$ cat config.mk
export PLATFORM = sky130hd
export DESIGN_NAME = mbd_queue
export DESIGN_NICKNAME = d
export VERILOG_FILES = /design/src/rtl/mbd_pkg.sv /design/src/rtl/mbd_queue.sv
export SDC_FILE = /design/constraint.sdc
export NUM_CORES = 1
export LEC_CHECK = 0
export BUFFER_PORTS_ARGS = -buffer_cell sky130_fd_sc_hd__buf_2
export CORE_MARGIN = 2
export CORE_UTILIZATION = 40
export DETAILED_ROUTE_END_ITERATION = 12
export SYNTH_ARGS = -nofsm -noshare
export SYNTH_HDL_FRONTEND = slang
export SYNTH_SLANG_ARGS = --single-unit
$ cat constraint.sdc
create_clock -name clock -period 2.95 [get_ports clock]
set_input_delay 0.59 -clock clock [delete_from_list [all_inputs] [get_ports clock]]
set_output_delay 0.59 -clock clock [all_outputs]
set_load 0.1 [all_outputs]
$ cat src/rtl/mbd_pkg.sv
// Shared types, constants and table builders for the mipmap box downsampler.
// Used by every module under rtl; depends on nothing else.
`timescale 1ns / 1ps

package mbd_pkg;

   // Defaults for the top-level parameters
   localparam int MAX_WIDTH_DEF        = 4096;
   localparam int LINEAR_FRAC_BITS_DEF = 16;

   // Height limit and row counter width
   localparam int MAX_HEIGHT = 4096;
   localparam int ROW_W      = $clog2(MAX_HEIGHT + 1);

   // Configuration port
   localparam int CSR_INDEX_W = 2;
   localparam int CSR_DATA_W  = 13;

   // Depth of the queue between front and back
   localparam int QUEUE_DEPTH = 2;

   // Alpha sum width: up to nine bytes
   localparam int ALPHA_SUM_W = 12;

   typedef enum logic [CSR_INDEX_W-1:0] {
      CSR_SRC_WIDTH    = 2'd0,
      CSR_SRC_HEIGHT   = 2'd1,
      CSR_PIXEL_FORMAT = 2'd2
   } mbd_csr_type;

   typedef enum logic [1:0] {
      FMT_RGBA_SRGB   = 2'd0,
      FMT_RGBA_LINEAR = 2'd1,
      FMT_RG_LINEAR   = 2'd2,
      FMT_R_LINEAR    = 2'd3
   } mbd_fmt_type;

   typedef enum logic [1:0] {
      BK_IDLE,
      BK_ACC,
      BK_SEARCH,
      BK_DONE
   } mbd_back_state_type;

   // Per-axis window status from the axis tracker
   typedef struct packed {
      logic first;   // first source pixel of the window
      logic last;    // source pixel that closes the window
      logic at_end;  // last source pixel of the line or the level
   } mbd_axis_flags_type;

   // Control part of a queued transaction
   typedef struct packed {
      logic        first;    // opens the destination pixel: restart the sum
      logic        emit;     // closes the destination pixel
      logic        last;     // final pixel of the level
      logic        srgb;     // sRGB format: colour lanes need re-encoding
      logic [3:0]  lane_en;  // lanes used by the format
      logic [3:0]  cnt;      // source pixels in the window
      logic [10:0] col;
      logic [10:0] row;
   } mbd_ctrl_type;

   localparam int CTRL_W = $bits(mbd_ctrl_type);

   function automatic int idx_width(input int max_width);
      return ((max_width >> 1) > 1) ? $clog2(max_width >> 1) : 1;
   endfunction

   function automatic int entry_width(input int max_width, input int frac);
      return CTRL_W + idx_width(max_width) + 3 * (frac + 1) + 8;
   endfunction

   // Linear value of the sRGB code h/510 with frac fraction bits
   function automatic logic [31:0] decode_half(input int unsigned h, input int unsigned frac);
      logic [63:0] one30;
      logic [63:0] a;
      logic [63:0] t;
      logic [63:0] u;
      logic [63:0] lo;
      logic [63:0] hi;
      logic [63:0] mid;
      logic [63:0] r2;
      logic [63:0] r4;
      logic [63:0] p5;
      logic [63:0] v;
      logic [63:0] res;
      int          k;
      one30 = 64'd1 << 30;
      if (h <= 20) begin
         res = ((64'(5 * h) << frac) + 64'd16473) / 64'd32946;
      end else begin
         a = 64'(1000 * h) + 64'd28050;
         t = ((a << 30) + 64'd269025) / 64'd538050;
         if (t > one30) t = one30;
         u  = (t * t) >> 30;
         lo = 64'd0;
         hi = one30;
         // fifth root of u by bisection
         for (k = 0; k < 32; k++) begin
            if (lo < hi) begin
               mid = (lo + hi + 64'd1) >> 1;
               r2  = (mid * mid) >> 30;
               r4  = (r2 * r2) >> 30;
               p5  = (r4 * mid) >> 30;
               if (p5 <= u) lo = mid;
               else         hi = mid - 64'd1;
            end
         end
         v   = (u * lo) >> 30;
         res = (v + (64'd1 << (29 - frac))) >> (30 - frac);
      end
      return res[31:0];
   endfunction

endpackage

$ cat src/rtl/mbd_queue.sv
// Short register queue between the front end and the back end.
// Depends on mbd_pkg for its default depth.
`timescale 1ns / 1ps

module mbd_queue #(
   parameter int WIDTH = 8,
   parameter int DEPTH = mbd_pkg::QUEUE_DEPTH
) (
   input  logic             clock,
   input  logic             reset,
   input  logic             push,
   input  logic [WIDTH-1:0] push_data,
   input  logic             pop,
   output logic [WIDTH-1:0] pop_data,
   output logic             full,
   output logic             empty
);

   localparam int PW = (DEPTH > 1) ? $clog2(DEPTH) : 1;
   localparam int NW = $clog2(DEPTH + 1);

   logic [WIDTH-1:0] data_ff [DEPTH];
   logic [PW-1:0]    wr_ptr_ff, wr_ptr_in, rd_ptr_ff, rd_ptr_in;
   logic [NW-1:0]    count_ff, count_in;
   logic             do_push, do_pop;

   assign full     = count_ff == NW'(DEPTH);
   assign empty    = count_ff == '0;
   assign do_push  = push && !full;
   assign do_pop   = pop && !empty;
   assign pop_data = data_ff[rd_ptr_ff];

   // Advance pointers and occupancy
   always_comb begin
      wr_ptr_in = wr_ptr_ff;
      rd_ptr_in = rd_ptr_ff;
      count_in  = count_ff;
      if (do_push) wr_ptr_in = (wr_ptr_ff == PW'(DEPTH - 1)) ? '0 : wr_ptr_ff + PW'(1);
      if (do_pop)  rd_ptr_in = (rd_ptr_ff == PW'(DEPTH - 1)) ? '0 : rd_ptr_ff + PW'(1);
      if (do_push && !do_pop)      count_in = count_ff + NW'(1);
      else if (do_pop && !do_push) count_in = count_ff - NW'(1);
   end

   always_ff @(posedge clock) begin
      if (reset) begin
         wr_ptr_ff <= '0;
         rd_ptr_ff <= '0;
         count_ff  <= '0;
      end else begin
         wr_ptr_ff <= wr_ptr_in;
         rd_ptr_ff <= rd_ptr_in;
         count_ff  <= count_in;
      end
   end

   // Store the payload
   always_ff @(posedge clock) begin
      if (do_push) data_ff[wr_ptr_ff] <= push_data;
   end

endmodule

# After elaboration in Yosys (flattened, before gate mapping)
# Memory sizes are Yosys's and may differ from the RTL's. A register that Yosys moved wholly into a read port is not among the register bits.
# Index checks and enable logic that the tools add are counted.
[op_classes]
addsub = 4
n_eq_ne = 1
mux = 8
n_reduce_logical = 10
[ops]
columns = ["cell", "n"]
rows = [
  ["$mux 1", 6],
  ["$logic_and 1x1->1", 4],
  ["$logic_not 1->1", 4],
  ["$mux 2", 2],
  ["$add 1x1->1 const B", 2],
  ["$add 2x1->2 const B", 1],
  ["$eq 2x2->1 const B", 1],
  ["$logic_not 2->1", 1],
  ["$reduce_bool 2->1", 1],
  ["$sub 2x1->2 const B", 1],
]
[word_totals]
ff_bits = 4
mem_bits_rw = 16
input_bits = 12
out_inout_bits = 10
word_cells = 27
n_memories = 1
[memory_table]
columns = ["name", "depth", "width", "rd", "rd_ports_with_merged_regs", "wr", "line_no", "text"]
rows = [
  ["data_ff", 2, 8, 1, 1, 1, "mbd_queue.sv:22", "logic [WIDTH-1:0] data_ff [DEPTH];"],
]

# Logic depth before layout (Yosys ltp)
[logic_depth]
word_depth = 7
depth_mapped = 6
ltp_nobuf = 6

# Worst setup path after synthesis
# Ideal clock, no wire load.
[synth_timing]
kind = "register to register"
start = "register count_ff[1]"
end = "register count_ff[1]"
setup_time_ns = 0.070
t_arrival_ns = 2.165
required_ns = 2.880
path_slack_ns = 0.715
stages_incl_launch_ff = 6
path_buffers = 0
period_less_slack_ns = 2.235
cell_sequence = "dfxtp_1 nor2b_2 nor2_1 ha_1 or3_1 a21oi_1"
[synth_via]
elab_chain_cells = 6
elab_cells_between_ends = 15
classes_between = "add/sub: 2; eq/ne: 1; mux: 2; reduce/logical: 10"
[synth_rtl]
columns = ["item", "line_no", "text"]
rows = [
  ["start, declared", "mbd_queue.sv:24", "logic [NW-1:0] count_ff, count_in;"],
  ["start signal, assigned", "mbd_queue.sv:52", "count_ff <= count_in;"],
  ["$eq 2x2->1 *", "mbd_queue.sv:27", "assign full = count_ff == NW'(DEPTH);"],
  ["net full", "mbd_queue.sv:15", "output logic full,"],
  ["$logic_not 1->1 *", "mbd_queue.sv:29", "assign do_push = push && !full;"],
  ["$logic_and 1x1->1 *", "mbd_queue.sv:29", ""],
  ["$logic_not 1->1", "mbd_queue.sv:41", "else if (do_pop && !do_push) count_in = count_ff - NW'(1);"],
  ["$logic_and 1x1->1", "mbd_queue.sv:41", ""],
  ["$reduce_bool 2->1 (no line)", "--", ""],
]
# The timed path passes the listed nets; every way through them passes the cells marked *. The select of a mux whose other input is x is not followed.
# A chain may end at the register's enable or synchronous reset.

==> impl_results.md <==
- Outcome: finished clean
- GRT overflow: 0
- Drt total wl: around 1100 um
- Post-CTS sizing: 0
- Hold buffer count at CTS: 0
- Worst R2R Path Depth: 4
- Detailed router's first-iteration violation count: 8
- Endpoint type of the worst setup path: primary output
- Sequential share of the synthesized area: 0.732
- Synth warn: 0
- Site Rows: 16
- Largest area contributor in the netlist: edfxtp_1
- Multi-input combinational cell area: between 200 and 250 sq um
- Worst Path Max Fanout: 8
- Max clock buf depth: 2
- Storage cell area: 581 sq um
- Chip height: 48.5 um
- Die area: 2360 sq um
- Setup violations, final: 0
- Layout cells sized above 1: 0.446
- Final nets: 88
- Max Clk Rate: just under 0.5 GHz
- Fin util: 0.496
- Drt pass-1 iters: 3
- Unique masters post-synth: 13
- First-pass GRT wire length: between 1500 and 2000 um
- TritonCTS Sinks: 21
- Worst Setup Path Type: flip-flop to primary output
- Post-DP Area: 927 sq um
- Post-route ant nets: 0
- Area of the mapped netlist: 793 sq um
- Synthesized area per cell: 15.9 sq um
- Largest net degree at the start of global routing: 12
- CTS root buf: clkbuf_4
- Routed len/inst: between 10 and 15 um
- Initial antenna violation count: 0
- Fin Setup TNS: 0 ns
- Vias in the first global route: 443
- # fillers: ~190
- CTS H-Tree Depth: 1
- HP Class: input port to flip-flop
- Final hold violations: 0
- Vias: 434
- Hold Path Stages: 1
- Starting density of the core: 0.413
- Total GRT Usage: 0.104
- CP startpoint kind: flip-flop
- Post-synthesis instance total: 50
- Minimum clock period: 2.07 ns
- Worst EP arrival: between 1 and 1.5 ns
- CORE AREA: slightly below 2000 sq um
- Final period util: 0.703
- Post-CTS Setup Repair Bufs: 0
- Worst EP required: 2.36 ns
- Final Cell Area: between 900 and 1000 sq um
- Clock latency on the worst-skew pair: 0.29 ns
- DRC Markers: 0
- HP Start: push_data[7]
- RSZ-0062 raised after global routing: false
- Io pins: 22
- Clock Skews: 0.00915 ns
- Drt via density: around 4.3
- Maxcap violations: 0
- CTS tree: built
- R2r startpoint: count_ff[0]$_SDFFE_PP0P_
- Slew Limit Headroom: 0.679
- Syn_nets: 63
- RR Endpoint: count_ff[1]$_SDFFE_PP0P_
- Hold endpoint: data_ff[0][7]$_DFFE_PP_
- Diode count: 0
- CTS buffer count: 3
- Syn-to-layout area delta: 20.2%
- Synth area leaders: edfxtp_1 (61%), dfxtp_1 (13%), mux2_2 (11%), xor2_1 (3.3%), nor2_1 (2.4%)
- Share of the synthesized area in the top cell type: 0.606
- Global placement routability congestion: 0.604
- Worst-Margin Slew: 0.485 ns
- Die Width: 48.5 um
- Flops & latches, synth: 21
- Reg clk slew, reported paths: 0.11 ns
- PortBufs: 21
- Slew Limit Fails: 0
- R2R Setup Slk: 1.39 ns
[layout by cell type, fill, tap and decap left out, drive strengths merged]
master | synthesis | final
or3 | 2 | 2
and2 | 1 | 1
nor2b | 1 | 1
mux2 | 8 | 8
xor2 | 3 | 3
buf | 1 | 21
clkbuf | 0 | 4
dfxtp | 5 | 5
ha | 1 | 1
inv | 2 | 2
nor2 | 5 | 5
o21ai | 3 | 3
edfxtp | 16 | 16
a21oi | 2 | 2
[flip-flops by register name, indices dropped and copies added, names as in the netlist, named ones only]
register   count
count_ff       2
rd_ptr_ff      1
wr_ptr_ff      1
data_ff       16
[metal layers]
| layer | routed length, um | track usage | vias to the layer above |
|---|---|---|---|
| li1 | - | - | 228 |
| met1 | 487 | 0.134 | 189 |
| met2 | 479 | 0.157 | 15 |
| met3 | 76 | 0.0309 | 2 |
| met4 | 10 | 0.0571 | 0 |
| met5 | 0 | 0 | - |
[cell type report]
class,count,area share
timing repair buffer,21,0.110
clock buffer,4,0.0276
sequential,21,0.609
multi-input combinational,26,0.210
inverter,2,0.00787
tap,27,0.0354
[critical path, stage by stage, from the launching register on]
cell	delay, ns
dfxtp_1	0.54
mux2_2	0.38
buf_2	0.29
[cells by family (layout without fill, tap and decap cells)]
kind of cell	count (synthesis)	count (layout)	synth area share
buf+inv	3	27	0.0158
simple gates	9	9	0.0584
mux	8	8	0.114
xor+xnor	3	3	0.0331
fa+ha+maj	1	1	0.0158
flops	21	21	0.732
compound gates	5	5	0.0315
[synth_stat cells]
cell type   n
a21oi_1     2
buf_2       1
o21ai_0     3
nor2_1      5
or3_1       2
ha_1        1
nor2b_2     1
inv_1       2
dfxtp_1     5
and2_1      1
edfxtp_1   16
mux2_2      8
xor2_1      3
[how the worst max path moves through the flow]
stage	start	to	slack (ns)	cells past startpoint
global route	flip-flop	pop_data[0]	0.79	2
finish	flip-flop	pop_data[0]	0.88	2
global placement	flip-flop	pop_data[0]	1.17	2
detailed placement	flip-flop	pop_data[1]	1.18	2
floorplan	count_ff[1]$_SDFFE_PP0P_	count_ff[1]$_SDFFE_PP0P_	0.71	5
CTS	flip-flop	pop_data[0]	0.84	2
[through the flow]
step                      setup WS [ns]  hold WS (ns)  cells
final                             0.875         0.482    101
after CTS                         0.840         0.479    101
after floorplan                   0.715         0.452     50
after global routing              0.788         0.459    101
after global placement             1.17         0.468     97
after detailed placement           1.18         0.483     97
Power is left out: the tool's default activity adds up to more than one toggle a clock period on the data nets, which glitch-free logic cannot reach.
